==> src/sv/u8u16_pkg.sv <==
// Package for the UTF-8 to UTF-16 decoder: the command passed from front to back
// and the byte and code point constants. Depends on nothing.
package u8u16_pkg;

    localparam int POINT_W = 21;
    localparam int UNIT_W  = 16;
    localparam int BYTE_W  = 8;

    localparam logic [BYTE_W-1:0]  LEAD2_MIN   = 8'hC0;
    localparam logic [BYTE_W-1:0]  LEAD3_MIN   = 8'hE0;
    localparam logic [BYTE_W-1:0]  LEAD4_MIN   = 8'hF0;
    localparam logic [BYTE_W-1:0]  LEAD_BAD    = 8'hF7;
    localparam logic [1:0]         CONT_TAG    = 2'b10;
    localparam logic [POINT_W-1:0] SUPP_BASE   = 21'h10000;
    localparam logic [5:0]         HIGH_TAG    = 6'b110110;
    localparam logic [5:0]         LOW_TAG     = 6'b110111;

    typedef struct packed {
        logic               is_error;
        logic [POINT_W-1:0] value;
    } cmd_t;

endpackage

==> src/sv/u8u16_front.sv <==
// Front of the UTF-8 to UTF-16 decoder: accepts bytes, tracks the partial code
// point and emits one command per finished code point or error. Uses u8u16_pkg.
module u8u16_front
(
    input  logic                 clk,
    input  logic                 rst_n,
    input  logic                 s_tvalid,
    output logic                 s_tready,
    input  logic [7:0]           s_tdata,   // byte_in
    input  logic                 s_tlast,   // end_of_string
    input  logic                 q_full,
    output logic                 push,
    output u8u16_pkg::cmd_t      push_cmd
);

    logic [u8u16_pkg::POINT_W-1:0] pv_reg, pv_next;
    logic [1:0]                    pend_reg, pend_next;
    logic                          disc_reg, disc_next;
    logic                          accept;
    logic                          emit;
    logic                          emit_err;
    logic [u8u16_pkg::POINT_W-1:0] emit_val;
    logic [u8u16_pkg::POINT_W-1:0] shifted;

    assign s_tready = !q_full;
    assign accept   = s_tvalid && s_tready;
    assign shifted  = {pv_reg[u8u16_pkg::POINT_W-7:0], s_tdata[5:0]};

    always_comb
    begin
        pv_next   = pv_reg;
        pend_next = pend_reg;
        disc_next = disc_reg;
        emit      = 1'b0;
        emit_err  = 1'b0;
        emit_val  = '0;
        if (disc_reg)
        begin
            emit = 1'b0;
        end
        else if (pend_reg == 2'd0)
        begin
            if (!s_tdata[7])
            begin
                emit     = 1'b1;
                emit_val = {{(u8u16_pkg::POINT_W-8){1'b0}}, s_tdata};
            end
            else if (s_tdata < u8u16_pkg::LEAD2_MIN || s_tdata >= u8u16_pkg::LEAD_BAD)
            begin
                emit      = 1'b1;
                emit_err  = 1'b1;
                disc_next = !s_tlast;
            end
            else if (s_tdata < u8u16_pkg::LEAD3_MIN)
            begin
                pend_next = 2'd1;
                pv_next   = {{(u8u16_pkg::POINT_W-5){1'b0}}, s_tdata[4:0]};
                emit      = s_tlast;
                emit_err  = s_tlast;
            end
            else if (s_tdata < u8u16_pkg::LEAD4_MIN)
            begin
                pend_next = 2'd2;
                pv_next   = {{(u8u16_pkg::POINT_W-4){1'b0}}, s_tdata[3:0]};
                emit      = s_tlast;
                emit_err  = s_tlast;
            end
            else
            begin
                pend_next = 2'd3;
                pv_next   = {{(u8u16_pkg::POINT_W-3){1'b0}}, s_tdata[2:0]};
                emit      = s_tlast;
                emit_err  = s_tlast;
            end
        end
        else if (s_tdata[7:6] != u8u16_pkg::CONT_TAG)
        begin
            emit      = 1'b1;
            emit_err  = 1'b1;
            pv_next   = '0;
            pend_next = 2'd0;
            disc_next = !s_tlast;
        end
        else
        begin
            pend_next = pend_reg - 2'd1;
            if (pend_reg == 2'd1)
            begin
                emit     = 1'b1;
                emit_val = shifted;
                pv_next  = '0;
            end
            else
            begin
                pv_next  = shifted;
                emit     = s_tlast;
                emit_err = s_tlast;
            end
        end
        if (emit_err)
        begin
            emit_val = '0;
            if (!disc_next)
            begin
                pv_next   = '0;
                pend_next = 2'd0;
            end
        end
        if (emit_err && disc_next)
        begin
            pv_next   = '0;
            pend_next = 2'd0;
        end
        if (s_tlast)
        begin
            pv_next   = '0;
            pend_next = 2'd0;
            disc_next = 1'b0;
        end
    end

    assign push              = accept && emit;
    assign push_cmd.is_error = emit_err;
    assign push_cmd.value    = emit_val;

    always_ff @(posedge clk or negedge rst_n)
    begin
        if (!rst_n)
        begin
            pv_reg   <= '0;
            pend_reg <= 2'd0;
            disc_reg <= 1'b0;
        end
        else if (accept)
        begin
            pv_reg   <= pv_next;
            pend_reg <= pend_next;
            disc_reg <= disc_next;
        end
    end

endmodule

==> src/sv/u8u16_queue.sv <==
// Short command queue between the front and back of the UTF-8 to UTF-16 decoder.
// Uses u8u16_pkg for the command type.
module u8u16_queue
#(
    parameter int DEPTH = 4
)
(
    input  logic            clk,
    input  logic            rst_n,
    input  logic            push,
    input  u8u16_pkg::cmd_t push_cmd,
    output logic            full,
    input  logic            pop,
    output logic            head_valid,
    output u8u16_pkg::cmd_t head_cmd
);

    localparam int PTR_W = (DEPTH > 1) ? $clog2(DEPTH) : 1;
    localparam int CNT_W = $clog2(DEPTH + 1);
    localparam logic [PTR_W-1:0] LAST_PTR = PTR_W'(DEPTH - 1);
    localparam logic [CNT_W-1:0] FULL_CNT = CNT_W'(DEPTH);

    u8u16_pkg::cmd_t  mem [DEPTH];
    logic [PTR_W-1:0] wr_ptr_reg, rd_ptr_reg;
    logic [CNT_W-1:0] count_reg;

    assign full       = (count_reg == FULL_CNT);
    assign head_valid = (count_reg != '0);
    assign head_cmd   = mem[rd_ptr_reg];

    always_ff @(posedge clk)
    begin
        if (push)
        begin
            mem[wr_ptr_reg] <= push_cmd;
        end
    end

    always_ff @(posedge clk or negedge rst_n)
    begin
        if (!rst_n)
        begin
            wr_ptr_reg <= '0;
            rd_ptr_reg <= '0;
            count_reg  <= '0;
        end
        else
        begin
            if (push)
            begin
                wr_ptr_reg <= (wr_ptr_reg == LAST_PTR) ? '0 : wr_ptr_reg + 1'b1;
            end
            if (pop)
            begin
                rd_ptr_reg <= (rd_ptr_reg == LAST_PTR) ? '0 : rd_ptr_reg + 1'b1;
            end
            if (push && !pop)
            begin
                count_reg <= count_reg + 1'b1;
            end
            else if (pop && !push)
            begin
                count_reg <= count_reg - 1'b1;
            end
        end
    end

endmodule

==> src/sv/u8u16_back.sv <==
// Back of the UTF-8 to UTF-16 decoder: turns commands into code units or
// surrogate pairs behind an output register. Uses u8u16_pkg.
module u8u16_back
(
    input  logic            clk,
    input  logic            rst_n,
    input  logic            head_valid,
    input  u8u16_pkg::cmd_t head_cmd,
    output logic            pop,
    output logic            m_tvalid,
    input  logic            m_tready,
    output logic [15:0]     m_tdata,   // code_unit
    output logic            m_tuser,   // kind
    output logic            m_tlast    // last_of_run
);

    logic                          valid_reg;
    logic [15:0]                   unit_reg;
    logic                          kind_reg;
    logic                          last_reg;
    logic                          low_pend_reg;
    logic [9:0]                    low_bits_reg;
    logic                          load;
    logic                          is_supp;
    logic [u8u16_pkg::POINT_W-1:0] offset;

    assign load    = !valid_reg || m_tready;
    assign pop     = load && !low_pend_reg && head_valid;
    assign is_supp = (head_cmd.value >= u8u16_pkg::SUPP_BASE);
    assign offset  = head_cmd.value - u8u16_pkg::SUPP_BASE;

    always_ff @(posedge clk or negedge rst_n)
    begin
        if (!rst_n)
        begin
            valid_reg    <= 1'b0;
            low_pend_reg <= 1'b0;
        end
        else if (load)
        begin
            if (low_pend_reg)
            begin
                valid_reg    <= 1'b1;
                low_pend_reg <= 1'b0;
            end
            else
            begin
                valid_reg    <= head_valid;
                low_pend_reg <= head_valid && !head_cmd.is_error && is_supp;
            end
        end
    end

    always_ff @(posedge clk)
    begin
        if (load)
        begin
            if (low_pend_reg)
            begin
                unit_reg <= {u8u16_pkg::LOW_TAG, low_bits_reg};
                kind_reg <= 1'b0;
                last_reg <= 1'b1;
            end
            else if (head_cmd.is_error)
            begin
                unit_reg <= '0;
                kind_reg <= 1'b1;
                last_reg <= 1'b1;
            end
            else if (is_supp)
            begin
                unit_reg     <= {u8u16_pkg::HIGH_TAG, offset[19:10]};
                kind_reg     <= 1'b0;
                last_reg     <= 1'b0;
                low_bits_reg <= head_cmd.value[9:0];
            end
            else
            begin
                unit_reg <= head_cmd.value[15:0];
                kind_reg <= 1'b0;
                last_reg <= 1'b1;
            end
        end
    end

    assign m_tvalid = valid_reg;
    assign m_tdata  = unit_reg;
    assign m_tuser  = kind_reg;
    assign m_tlast  = last_reg;

endmodule

==> src/sv/utf8_to_utf16_decoder.sv <==
// Top level of the UTF-8 to UTF-16 decoder.
// Instantiates u8u16_front, u8u16_queue and u8u16_back; uses u8u16_pkg.
//
// Usage:
// The slave channel takes one UTF-8 byte per item in s_tdata, with s_tlast set
// on the final byte of a string. The master channel gives one UTF-16 code unit
// per item in m_tdata; m_tuser is high on an error item, whose data is zero, and
// m_tlast marks the final result caused by one input byte.
// Code points at or above 0x10000 leave as a surrogate pair, high unit first.
// After an error the rest of the string is dropped without results.
// Bytes are taken one per cycle while the command queue is not full; a
// surrogate pair occupies the output for both of its units, and the command
// queue absorbs the difference. An accepted byte's command is written into
// the command queue first and then loaded into the output register.
// Reset clears the decoding state, the queue and the output register.
// When the receiver stalls, the output holds, the queue fills, and s_tready
// drops once FIFO_DEPTH commands are waiting.
module utf8_to_utf16_decoder
#(
    parameter int FIFO_DEPTH = 4
)
(
    input  logic        clk,
    input  logic        rst_n,
    input  logic        s_tvalid,
    output logic        s_tready,
    input  logic [7:0]  s_tdata,   // byte_in
    input  logic        s_tlast,   // end_of_string
    output logic        m_tvalid,
    input  logic        m_tready,
    output logic [15:0] m_tdata,   // code_unit
    output logic        m_tuser,   // kind
    output logic        m_tlast    // last_of_run
);

    logic            q_full;
    logic            push;
    u8u16_pkg::cmd_t push_cmd;
    logic            pop;
    logic            head_valid;
    u8u16_pkg::cmd_t head_cmd;

    u8u16_front u_front
    (
        .clk      (clk),
        .rst_n    (rst_n),
        .s_tvalid (s_tvalid),
        .s_tready (s_tready),
        .s_tdata  (s_tdata),
        .s_tlast  (s_tlast),
        .q_full   (q_full),
        .push     (push),
        .push_cmd (push_cmd)
    );

    u8u16_queue #(.DEPTH(FIFO_DEPTH)) u_queue
    (
        .clk        (clk),
        .rst_n      (rst_n),
        .push       (push),
        .push_cmd   (push_cmd),
        .full       (q_full),
        .pop        (pop),
        .head_valid (head_valid),
        .head_cmd   (head_cmd)
    );

    u8u16_back u_back
    (
        .clk        (clk),
        .rst_n      (rst_n),
        .head_valid (head_valid),
        .head_cmd   (head_cmd),
        .pop        (pop),
        .m_tvalid   (m_tvalid),
        .m_tready   (m_tready),
        .m_tdata    (m_tdata),
        .m_tuser    (m_tuser),
        .m_tlast    (m_tlast)
    );

endmodule

==> config.mk <==
export PLATFORM = sky130hd
export DESIGN_NAME = utf8_to_utf16_decoder
export DESIGN_NICKNAME = d
export VERILOG_FILES = /design/src/sv/u8u16_pkg.sv /design/src/sv/u8u16_front.sv /design/src/sv/u8u16_queue.sv /design/src/sv/u8u16_back.sv /design/src/sv/utf8_to_utf16_decoder.sv
export SDC_FILE = /design/constraint.sdc
export NUM_CORES = 1
export LEC_CHECK = 0
export BUFFER_PORTS_ARGS = -buffer_cell sky130_fd_sc_hd__buf_4
export CAP_MARGIN = 20
export CORE_MARGIN = 3
export CORE_UTILIZATION = 50
export DETAILED_ROUTE_END_ITERATION = 10
export GPL_TIMING_DRIVEN = 1
export PLACE_DENSITY = 0.7
export SYNTH_ARGS = -nofsm -noshare
export SYNTH_HDL_FRONTEND = slang
export SYNTH_SLANG_ARGS = --single-unit
export TNS_END_PERCENT = 10
==> constraint.sdc <==
create_clock -name clk -period 3.3 [get_ports clk]
set_clock_uncertainty 0.2 [all_clocks]
set_input_delay 0.33 -clock clk [delete_from_list [all_inputs] [get_ports clk]]
set_output_delay 0.33 -clock clk [all_outputs]
set_load 0.005 [all_outputs]
==> parameters.txt, run 1 <==
Parameter                              Value

CTS
  Clock tree from TritonCTS ... done
  Clock tree root driver cell ... clkbuf_16
  Maximum clock insertion buffer count ... 2
  Number of setup buffers added after CTS ... 0
  Later-pin clock latency in the skew report ... 0.41 ns
  Clock slew at the register clock pins of the worst setup and hold paths ... around 0.060 ns
  H-tree lvl count ... 4
  Sink count of the clock tree ... approximately 140
  CTS Buf Count ... 17

Synthesis
  Instance count of the mapped netlist ... slightly above 400
  Share of async-settable or async-resettable flops after synthesis ... 18.9%
  Main synth FF type ... edfxtp_1
  Nets in the synthesized netlist ... 434
  Synth unique cells ... 55
  Most instantiated library cell after synthesis ... edfxtp_1
  Count of flip-flops with a built-in enable after synthesis ... about 120
  Synth top cells by count ... edfxtp_1 (116), dfrtp_1 (27), and2_1 (26), nand2_1 (26), mux4_2 (20)
  Yosys Warn Count ... 0
  Fraction of synthesized cell area taken by the top area cell type ... between 50% and 60%
  Area leader, netlist ... edfxtp_1
  Post-synthesis instance area ... around 6300 µm²
  Sequential-to-total area share from yosys stat ... between 60% and 70%
  Mean instance size in the synthesized netlist ... 15.4 µm²
  Dominant cells by area after synthesis ... edfxtp_1 (55%), dfrtp_1 (11%), mux4_2 (7.1%)
  Flops & latches, synth ... roughly 140

Global route
  Global-route wire length before repair ... approximately 20,000 µm
  Global-route usage over all layers ... 18.6%
  Via count of the first global-routing pass ... roughly 3.7k
  Antenna violations before repair ... 0
  GRT Residual Overflow ... 0
  Pin count of the biggest net entering global routing ... 36

Finish
  # nets final ... roughly 500
  Number of flip-flops in the largest register ... 88
  Share of cells above drive strength 1 ... 26.9%
  Diode insertion count for antenna repair ... 0
  Combined area of the multi-input logic cells ... roughly 2000 µm²
  Fraction of the core area covered by cells at the end of the flow ... about three fifths
  Area overhead of the layout relative to synthesis ... 19.4%
  Footprint of the flip-flops and latches ... 4160 µm²
  Fill cell count ... 902

Placed design
  GPL Wtd Cong ... 0.881
  Post-detailed-placement half-perimeter wirelength ... 8200 µm
  Buffers on Ports ... 32

Run status
  Run status ... complete, no violations

Setup path
  End of the worst register-to-register path ... u_back.m_tdata[10]$_SDFFCE_PP1N_
  Type of destination of the critical path ... flip-flop
  Crit path kind ... reg2reg
  Crit path max fanout ... 15
  Flop-to-flop setup slack ... about 0.17 ns
  Depth of the most critical reg-to-reg path ... 6
  Required time of the critical path ... roughly 3.3 ns
  Worst Path Arrival ... approximately 3 ns
  Launching element type of the critical path ... flip-flop
  Startpoint of the worst-slack reg-to-reg timing path ... u_queue.rd_ptr_reg[0]$_DFFE_PN0P_

Timing
  Time the final worst path needs with I/O delays and setup ... ~3.1 ns
  Setup repair after global routing missed its margin ... false
  Max-slew violation count ... 0
  Maximum clock frequency ... between 300 and 400 MHz
  Final setup vio count ... 0
  Max-Slew Margin vs Limit ... a little over half
  Final period utilization ... between 90% and 100%
  Actual slew at the worst max-slew pin ... 0.674 ns
  Post-route setup TNS ... 0 ns
  Count of endpoints failing hold in the final timing report ... 0

Floorplanning
  Starting Density ... between 50% and 60%
  Cell row count ... 40
  Floorplan Core Area ... approximately 12,000 µm²
  Floorplan die area ... between 10,000 and 15,000 µm²
  DIE WIDTH ... roughly 120 µm
  Vertical die dimension ... about 120 µm
  I/O Pins ... 33

Hold path
  WHS Path Cells ... 4
  Path category of the worst min-delay check ... in2reg
  Worst Hold Endpoint ... u_back.m_tvalid$_DFFE_PN0N_
  Start point of the worst min-delay path ... m_tready

Routing
  Routed wl met2 ... roughly 6000 µm
  Initial DRT Pass Iterations ... 5
  Average vias per placed instance ... about 5.7
  Count of unresolved DRC violations after routing ... 0
  Routed via count ... 3,703
  DRT Wirelength ... ~12,000 µm
  Wl on met1 ... 5520 µm
  Highest metal layer used by the detailed router ... met4
  Number of DRC markers in iteration 0 ... around 350
  Detail Route met3 WL ... around 570 µm
  Residual antenna-violating net count after detailed routing ... 0
  Wirelength per Cell ... around 19 µm

Power
  VDD IR-drop max ... 0.000437 V
  Total power per unit cell area ... between 800 and 900 nW/µm²
  Total design power ... about 6.8 mW
  LEAKAGE ... about 2.8 nW

Flow run
  Number of maximum-capacitance violations ... 0
report_power, final:
part           total (mW)  internal (mW)  switching [mW]
clock network        2.02           1.28           0.749
registers            2.66           2.46           0.205
logic                2.09          0.967            1.12
total                6.77           4.70            2.07
worst max-delay path: stages, from the launching register on:
cell and delay [ns]:
dfrtp_1 0.54, buf_12 0.21, mux4_2 0.55, nor4_1 0.35, and4b_1 0.58, a21oi_2 0.17, a31o_2 0.28
what timing repair did:
action                                 4_1_cts  5_1_grt
endpoints found under the hold margin       31        0
hold buffers                                 5        0
setup endpoints to repair                    0        1
gates resized for setup                      0        1
per-layer routing:
layer | up-vias | GRT usage [%]
met3 | 14 | 4.21
li1 | 1738 | -
met5 | - | 0
met1 | 1832 | 25.3
met4 | 0 | 6.23
met2 | 119 | 30.0
cells in the final DEF, fill, tap and decap left out, types with 4 or more instances in the layout:
cell and count:
a2111oi_2 6, a211oi_1 7, a21oi_1 7, a221o_1 6, a22o_1 13, and2_1 26, buf_4 51, bufinv_16 4
clkbuf_16 17, dfrtp_1 27, dlygate4sd3_1 5, edfxtp_1 116, ha_1 9, inv_1 17, inv_6 4, mux2_2 10
mux2i_1 4, mux4_2 20, nand2_1 26, nor2_1 11, nor3_1 10, nor3b_1 5, o211ai_1 6, o21ai_0 11
logic make-up after synthesis:
family / after synthesis / synth area share (%)
compound gates: 81 / 10.4
xor+xnor: 5 / 0.695
fa+ha+maj: 11 / 2.30
buf+inv: 37 / 2.54
flops: 143 / 66.0
mux: 34 / 9.56
simple gates: 99 / 8.51
layout make-up:
cell class | instances | share of cell area [%]
Clock buffer | 17 | 5.65
Sequential cell | 143 | 55.2
Timing Repair Buffer | 58 | 6.28
Inverter | 17 | 0.847
Tap cell | 168 | 2.79
Clock inverter | 15 | 2.78
Multi-Input combinational cell | 230 | 26.4
worst max path at each step:
stage                                                  from                          endpoint  slack (ns)  depth (start not counted)
after floorplan           u_queue.rd_ptr_reg[0]$_DFFE_PN0P_  u_back.low_bits_reg[0]$_DFFE_PP_        0.22                          7
after global placement    u_queue.rd_ptr_reg[0]$_DFFE_PN0P_  u_back.m_tdata[10]$_SDFFCE_PP1N_        0.26                          6
after detailed placement  u_queue.rd_ptr_reg[0]$_DFFE_PN0P_  u_back.m_tdata[10]$_SDFFCE_PP1N_        0.17                          6
after CTS                 u_queue.rd_ptr_reg[0]$_DFFE_PN0P_  u_back.m_tdata[10]$_SDFFCE_PP1N_        0.15                          6
after global routing      u_queue.rd_ptr_reg[0]$_DFFE_PN0P_  u_back.m_tdata[10]$_SDFFCE_PP1N_       0.004                          6
final                     u_queue.rd_ptr_reg[0]$_DFFE_PN0P_  u_back.m_tdata[10]$_SDFFCE_PP1N_        0.17                          6
metrics by stage:
| step | cells | area (µm²) | worst slack, ns | hold slack [ns] |
|---|---|---|---|---|
| after floorplan | 410 | 6310 | 0.225 | -0.166 |
| after global placement | 611 | 6840 | 0.263 | 0.0716 |
| after detailed placement | 611 | 6840 | 0.167 | 0.0832 |
| after CTS | 648 | 7530 | 0.153 | 0.0280 |
| after global routing | 648 | 7530 | 0.00379 | 0.0478 |
| final | 648 | 7530 | 0.171 | 0.0420 |
Power figures use the tool's default switching activity.
==> run 2, diff against run 1 <==
--- a/config.mk
+++ b/config.mk
@@ -8,10 +8,9 @@
 export BUFFER_PORTS_ARGS = -buffer_cell sky130_fd_sc_hd__buf_4
 export CAP_MARGIN = 20
 export CORE_MARGIN = 3
-export CORE_UTILIZATION = 50
+export CORE_UTILIZATION = 32
 export DETAILED_ROUTE_END_ITERATION = 10
-export GPL_TIMING_DRIVEN = 1
-export PLACE_DENSITY = 0.7
+export GPL_TIMING_DRIVEN = 0
 export SYNTH_ARGS = -nofsm -noshare
 export SYNTH_HDL_FRONTEND = slang
 export SYNTH_SLANG_ARGS = --single-unit
==> parameters.txt, run 2 (synthesis results as in run 1) <==
Parameter                              Value

Run status
  Run status ... complete, no violations

Hold path
  WHS Path Cells ... 4
  Path category of the worst min-delay check ... in2reg

Power
  LEAKAGE ... roughly 2.7 nW
  VDD IR-drop max ... just over 0.0004 V
  Total design power ... around 6.6 mW
  Total power per unit cell area ... between 800 and 900 nW/µm²

Routing
  Wirelength per Cell ... roughly 17 µm
  Average vias per placed instance ... between 5 and 6
  Count of unresolved DRC violations after routing ... 0
  Routed via count ... 3,763
  Initial DRT Pass Iterations ... 4
  DRT Wirelength ... roughly 13,000 µm
  Number of DRC markers in iteration 0 ... 250
  Residual antenna-violating net count after detailed routing ... 0

Timing
  Count of endpoints failing hold in the final timing report ... 0
  Final period utilization ... between 90% and 100%
  Max-Slew Margin vs Limit ... between 40% and 50%
  Time the final worst path needs with I/O delays and setup ... 3.13 ns
  Final setup vio count ... 0
  Setup repair after global routing missed its margin ... false
  Actual slew at the worst max-slew pin ... around 0.86 ns
  Max-slew violation count ... 0
  Maximum clock frequency ... between 300 and 400 MHz

CTS
  Later-pin clock latency in the skew report ... just over 0.4 ns
  Clock tree from TritonCTS ... done
  Maximum clock insertion buffer count ... 2
  CTS Buf Count ... 17
  Sink count of the clock tree ... roughly 140
  Clock tree root driver cell ... clkbuf_16
  H-tree lvl count ... 4
  Clock slew at the register clock pins of the worst setup and hold paths ... 0.06 ns

Floorplanning
  Starting Density ... approximately a third
  Floorplan die area ... approximately 21,000 µm²
  Floorplan Core Area ... approximately 19,000 µm²
  DIE WIDTH ... roughly 150 µm
  Vertical die dimension ... roughly 150 µm
  I/O Pins ... 33
  Cell row count ... 50

Finish
  Number of flip-flops in the largest register ... around 90
  Area overhead of the layout relative to synthesis ... 20.4%
  # nets final ... 496
  Commonest non-fill, non-tap cell in the layout ... edfxtp_1
  Fill cell count ... 1,795
  Diode insertion count for antenna repair ... 0
  Share of cells above drive strength 1 ... between 20% and 30%
  Commonest non-fill, non-tap cells in the layout ... edfxtp_1 (116), buf_4 (35), nand2_1 (26), dfrtp_1 (26), and2_1 (25)
  Area of all placed cells without fillers ... approximately 7600 µm²

Setup path
  Series of cell instances along the critical path ... buf_6 > buf_4 > mux4_2 > nor4_1 > nand4b_1 > o21ai_4 > and3_4
  Worst Path Arrival ... around 3.0 ns
  Highest-delay cell along the critical path ... mux4_2
  Required time of the critical path ... around 3.2 ns
  Crit path kind ... reg2reg
  Number of cells on the critical path ... 7
  Max stage delay on crit path ... a little over 0.6 ns
  Depth of the most critical reg-to-reg path ... 7
  Launching element type of the critical path ... flip-flop
  Buffers plus inverters on the worst setup path ... 2
  CP top delay family ... simple AND/OR/NAND/NOR gates
  Crit path max fanout ... 10
  Type of destination of the critical path ... flip-flop

Placed design
  GPL Wtd Cong ... just under 0.9
  Post-detailed-placement half-perimeter wirelength ... roughly 9200 µm
  Placed standard-cell area ... ~7000 µm²
  Buffers on Ports ... 30

Flow run
  Number of maximum-capacitance violations ... 0

Global route
  Global-route usage over all layers ... roughly 13%
  GRT Residual Overflow ... 0
  Antenna violations before repair ... 0
  Via count of the first global-routing pass ... between 3k and 4k
  Global-route wire length before repair ... approximately 21,000 µm
  Pin count of the biggest net entering global routing ... 28
run 2: changes by cell type in the layout (fill, tap and decap cells not counted), moves of 3 or more:
cell      delta
buf_2        +3
buf_4       -16
clkbuf_1    +12
clkbuf_2     +4
clkinv_1     +5
clkinv_4     -3
inv_6        -4
run 2: path summary, 6_finish.rpt:
path | from | endpoint | slack (ns)
min in group asynchronous | rst_n | u_front.pend_reg[0]$_DFFE_PN0P_ | 0.18
max in group asynchronous | rst_n | u_queue.rd_ptr_reg[1]$_DFFE_PN0P_ | 2.41
worst min register to register | u_front.pv_reg[11]$_DFFE_PN0P_ | u_front.pv_reg[11]$_DFFE_PN0P_ | 0.30
worst min-delay path | m_tready | u_back.m_tvalid$_DFFE_PN0N_ | 0.05
worst max-delay path | u_queue.rd_ptr_reg[0]$_DFFE_PN0P_ | u_back.low_bits_reg[7]$_DFFE_PP_ | 0.17
worst max register to register | u_queue.rd_ptr_reg[0]$_DFFE_PN0P_ | u_back.low_bits_reg[7]$_DFFE_PP_ | 0.17
run 2: layer usage:
layer | track usage, % | part of all wire (%) | up-vias | wire [µm]
met5 | 0 | 0 | - | 0
met4 | 3.86 | 1.4 | 0 | 184
met3 | 3.91 | 5.4 | 21 | 693
met2 | 19.9 | 48 | 113 | 6160
met1 | 16.9 | 45 | 1892 | 5830
li1 | - | - | 1737 | -
run 2: final cells by class:
type	count	area (µm²)	share of cell area (%)
timing repair buffer	44	395	5.21
inverter	17	63.8	0.840
clock buffer	19	433	5.70
buffer	19	97.6	1.29
sequential	143	4160	54.8
multi-input combinational	230	2020	26.6
tap	260	325	4.28
clock inverter	10	98.8	1.30
run 2: through the flow:
| step | worst slack [ns] | utilization (%) | setup TNS, ns | std cells | hold slack [ns] |
|---|---|---|---|---|---|
| after floorplan | 0.225 | - | 0 | 410 | -0.166 |
| after global placement | -0.588 | 36.1 | -14.41 | 700 | 0.0675 |
| after detailed placement | -0.652 | 36.5 | -7.97 | 704 | 0.0804 |
| after CTS | 0.0560 | 39.6 | 0 | 737 | 0.0447 |
| after global routing | 0.00566 | 39.9 | 0 | 742 | 0.0771 |
| final | 0.168 | 39.9 | 0 | 742 | 0.0515 |
run 2: worst register-to-register path: stages (launching register included):
cell	delay [ns]
dfrtp_1	0.37
buf_6	0.17
buf_4	0.26
mux4_2	0.61
nor4_1	0.27
nand4b_1	0.27
o21ai_4	0.34
and3_4	0.35
run 2: what timing repair did:
| action | in CTS | in global routing |
|---|---|---|
| pin swaps | 0 | 2 |
| setup buffers | 0 | 4 |
| hold buffers | 5 | 0 |
| hold endpoints to repair | 31 | 0 |
| setup endpoints to repair | 23 | 132 |
| gates resized for setup | 6 | 7 |
run 2: power by group:
part / internal (mW) / switching [mW]
clock network: 1.08 / 0.666
logic: 0.952 / 1.24
registers: 2.46 / 0.155
==> run 3, diff against run 2 <==
--- a/config.mk
+++ b/config.mk
@@ -9,6 +9,7 @@
 export CAP_MARGIN = 20
 export CORE_MARGIN = 3
 export CORE_UTILIZATION = 32
+export CTS_BUF_LIST = sky130_fd_sc_hd__clkbuf_4 sky130_fd_sc_hd__clkbuf_8
 export DETAILED_ROUTE_END_ITERATION = 10
 export GPL_TIMING_DRIVEN = 0
 export SYNTH_ARGS = -nofsm -noshare
==> constraint.sdc (replaced) <==
create_clock -name clk -period 2.8 [get_ports clk]
set_clock_uncertainty 0.2 [all_clocks]
set_input_delay 0.28 -clock clk [delete_from_list [all_inputs] [get_ports clk]]
set_output_delay 0.28 -clock clk [all_outputs]
set_load 0.005 [all_outputs]
==> parameters.txt, run 3 (synthesis results as in run 1) <==
Parameter                              Value

Run status
  Run status ... finished with violations
  Failing checks ... setup timing

Routing
  Wl on met1 ... between 6000 and 7000 µm
  DRT Wirelength ... between 10,000 and 15,000 µm
  Highest metal layer used by the detailed router ... met4
  Residual antenna-violating net count after detailed routing ... 0
  Count of unresolved DRC violations after routing ... 0
  Number of DRC markers in iteration 0 ... 202
  Wirelength per Cell ... ~18 µm
  Initial DRT Pass Iterations ... 7
  Average vias per placed instance ... ~5
  Routed wl met2 ... 6780 µm
  Detail Route met3 WL ... ~670 µm
  Routed via count ... approximately 3.9k

Global route
  Pin count of the biggest net entering global routing ... 28
  Antenna violations before repair ... 0
  GRT Residual Overflow ... 0
  Global-route wire length before repair ... around 22,000 µm
  Global-route usage over all layers ... 12.8%
  Via count of the first global-routing pass ... around 3.9k

Setup path
  Crit path max fanout ... 8
  Crit path kind ... reg2reg
  Max stage delay on crit path ... between 0.5 and 0.6 ns
  Required time of the critical path ... ~2.9 ns
  Startpoint of the worst-slack reg-to-reg timing path ... u_queue.rd_ptr_reg[0]$_DFFE_PN0P_
  Highest-delay cell along the critical path ... mux4_2
  Type of destination of the critical path ... flip-flop
  Launching element type of the critical path ... flip-flop
  Worst setup path startpoint ... u_queue.rd_ptr_reg[0]$_DFFE_PN0P_
  Series of cell instances along the critical path ... buf_6 > mux4_2 > or3_4 > or3_4 > buf_6 > a2111o_1 > o311ai_2
  Worst Path Arrival ... around 3.0 ns

Placed design
  Buffers on Ports ... 30
  GPL Wtd Cong ... roughly 0.84
  Post-detailed-placement half-perimeter wirelength ... roughly 9100 µm

CTS
  Clock tree root driver cell ... clkbuf_8
  Maximum clock insertion buffer count ... 2
  Sink count of the clock tree ... approximately 140
  CTS Buf Count ... 17
  Clock slew at the register clock pins of the worst setup and hold paths ... ~0.080 ns
  Later-pin clock latency in the skew report ... roughly 0.42 ns
  Clock tree from TritonCTS ... done
  H-tree lvl count ... 4

Finish
  Commonest non-fill, non-tap cell in the layout ... edfxtp_1
  Number of flip-flops in the largest register ... 88
  Diode insertion count for antenna repair ... 0
  Share of cells above drive strength 1 ... a little over a third
  # nets final ... approximately 530
  Commonest non-fill, non-tap cells in the layout ... edfxtp_1 (116), buf_4 (56), dfrtp_1 (26)
  Area overhead of the layout relative to synthesis ... 26.7%

Floorplanning
  I/O Pins ... 33
  Floorplan die area ... approximately 21,000 µm²
  Floorplan Core Area ... ~19,000 µm²
  DIE WIDTH ... about 150 µm
  Cell row count ... 50
  Starting Density ... between 30% and 40%
  Vertical die dimension ... 146 µm

Timing
  Final period utilization ... 104%
  Crit path setup slack, layout ... -0.102 ns
  Maximum clock frequency ... 345 MHz
  Max-slew violation count ... 0
  Setup repair after global routing missed its margin ... true
  Time the final worst path needs with I/O delays and setup ... 2.90 ns
  Actual slew at the worst max-slew pin ... around 0.92 ns
  Count of endpoints failing hold in the final timing report ... 0
  Post-route setup TNS ... -0.612 ns
  Hold_ws ... around 0.039 ns
  Max-Slew Margin vs Limit ... 38.6%
  Final setup vio count ... 18

Power
  Total power per unit cell area ... 972 nW/µm²
  VDD IR-drop max ... between 0.0004 and 0.0005 V
  LEAKAGE ... roughly 2.9 nW
  Total design power ... approximately 7.8 mW

Hold path
  Path category of the worst min-delay check ... in2reg
  Start point of the worst min-delay path ... s_tlast

Flow run
  Number of maximum-capacitance violations ... 0
==> run 3: cell types whose count changed in the layout (fill, tap and decap cells not counted), sizes merged <==
cell         before  now
and3              2    3
dlygate4sd3       5    6
clkbuf           33   30
clkinvlp          2    4
buf              44   74
==> run 3: timing repair <==
item | CTS | global route
pin swaps | 16 | 11
endpoints found under the hold margin | 32 | 0
gates cloned | 4 | 0
hold buffers | 6 | 0
gates resized for setup | 52 | 21
buffers inserted | 22 | 8
setup endpoints to repair | 177 | 143
==> run 3: metrics by stage <==
step	util, %	instances	worst slack (ns)	cell area, µm²
5_1_grt	42.0	773	-0.190	7990
6_report	42.0	773	-0.102	7990
2_1_floorplan	-	410	0.00303	6330
3_3_place_gp	36.2	700	-0.628	6880
3_5_place_dp	36.7	704	-0.699	6990
4_1_cts	41.3	765	-0.0631	7850
==> run 3: layer usage <==
metal  track usage, %  vias to the layer above
met3             3.38                       13
li1                 -                     1789
met2             21.0                      115
met1             17.3                     1960
met5                0                        -
met4             2.16                        0
==> run 3: critical path, delay by kind of cell, from the launching register on <==
kind / cells / cell delay [ns]
flip-flops: 1 / 0.37
buffers and inverters: 2 / 0.33
AO/OA/AOI/OAI: 2 / 0.47
AND/OR/NAND/NOR: 2 / 0.81
multiplexers: 1 / 0.55
==> run 3: final cells by class <==
class | count | area [µm²]
repair buffers | 73 | 677
plain buffers | 19 | 136
clock inverters | 12 | 123
inverters | 17 | 63.8
flip-flops and latches | 143 | 4160
fillers | 1760 | 11000
clock buffers | 18 | 241
well taps | 260 | 325
multi-input cells | 231 | 2260
==> run 3: power breakdown <==
| group | internal, mW | switching, mW | total, mW | leakage, nW |
|---|---|---|---|---|
| combinational | 1.47 | 1.71 | 3.18 | 1.22 |
| clock | 0.781 | 0.733 | 1.51 | 0.177 |
| sequential | 2.89 | 0.182 | 3.07 | 1.47 |
==> run 3: worst paths after layout <==
kind,to,slack [ns],cells after the start
setup / recovery,u_back.m_tdata[3]$_DFFE_PN_,-0.10,7
hold / removal,u_front.disc_reg$_DFFE_PN0P_,0.04,3
setup reg to reg,u_back.m_tdata[3]$_DFFE_PN_,-0.10,7
hold reg to reg,u_front.pv_reg[11]$_DFFE_PN0P_,0.30,1
max in group asynchronous,u_queue.rd_ptr_reg[1]$_DFFE_PN0P_,1.99,2
min in group asynchronous,u_front.pend_reg[0]$_DFFE_PN0P_,0.11,2
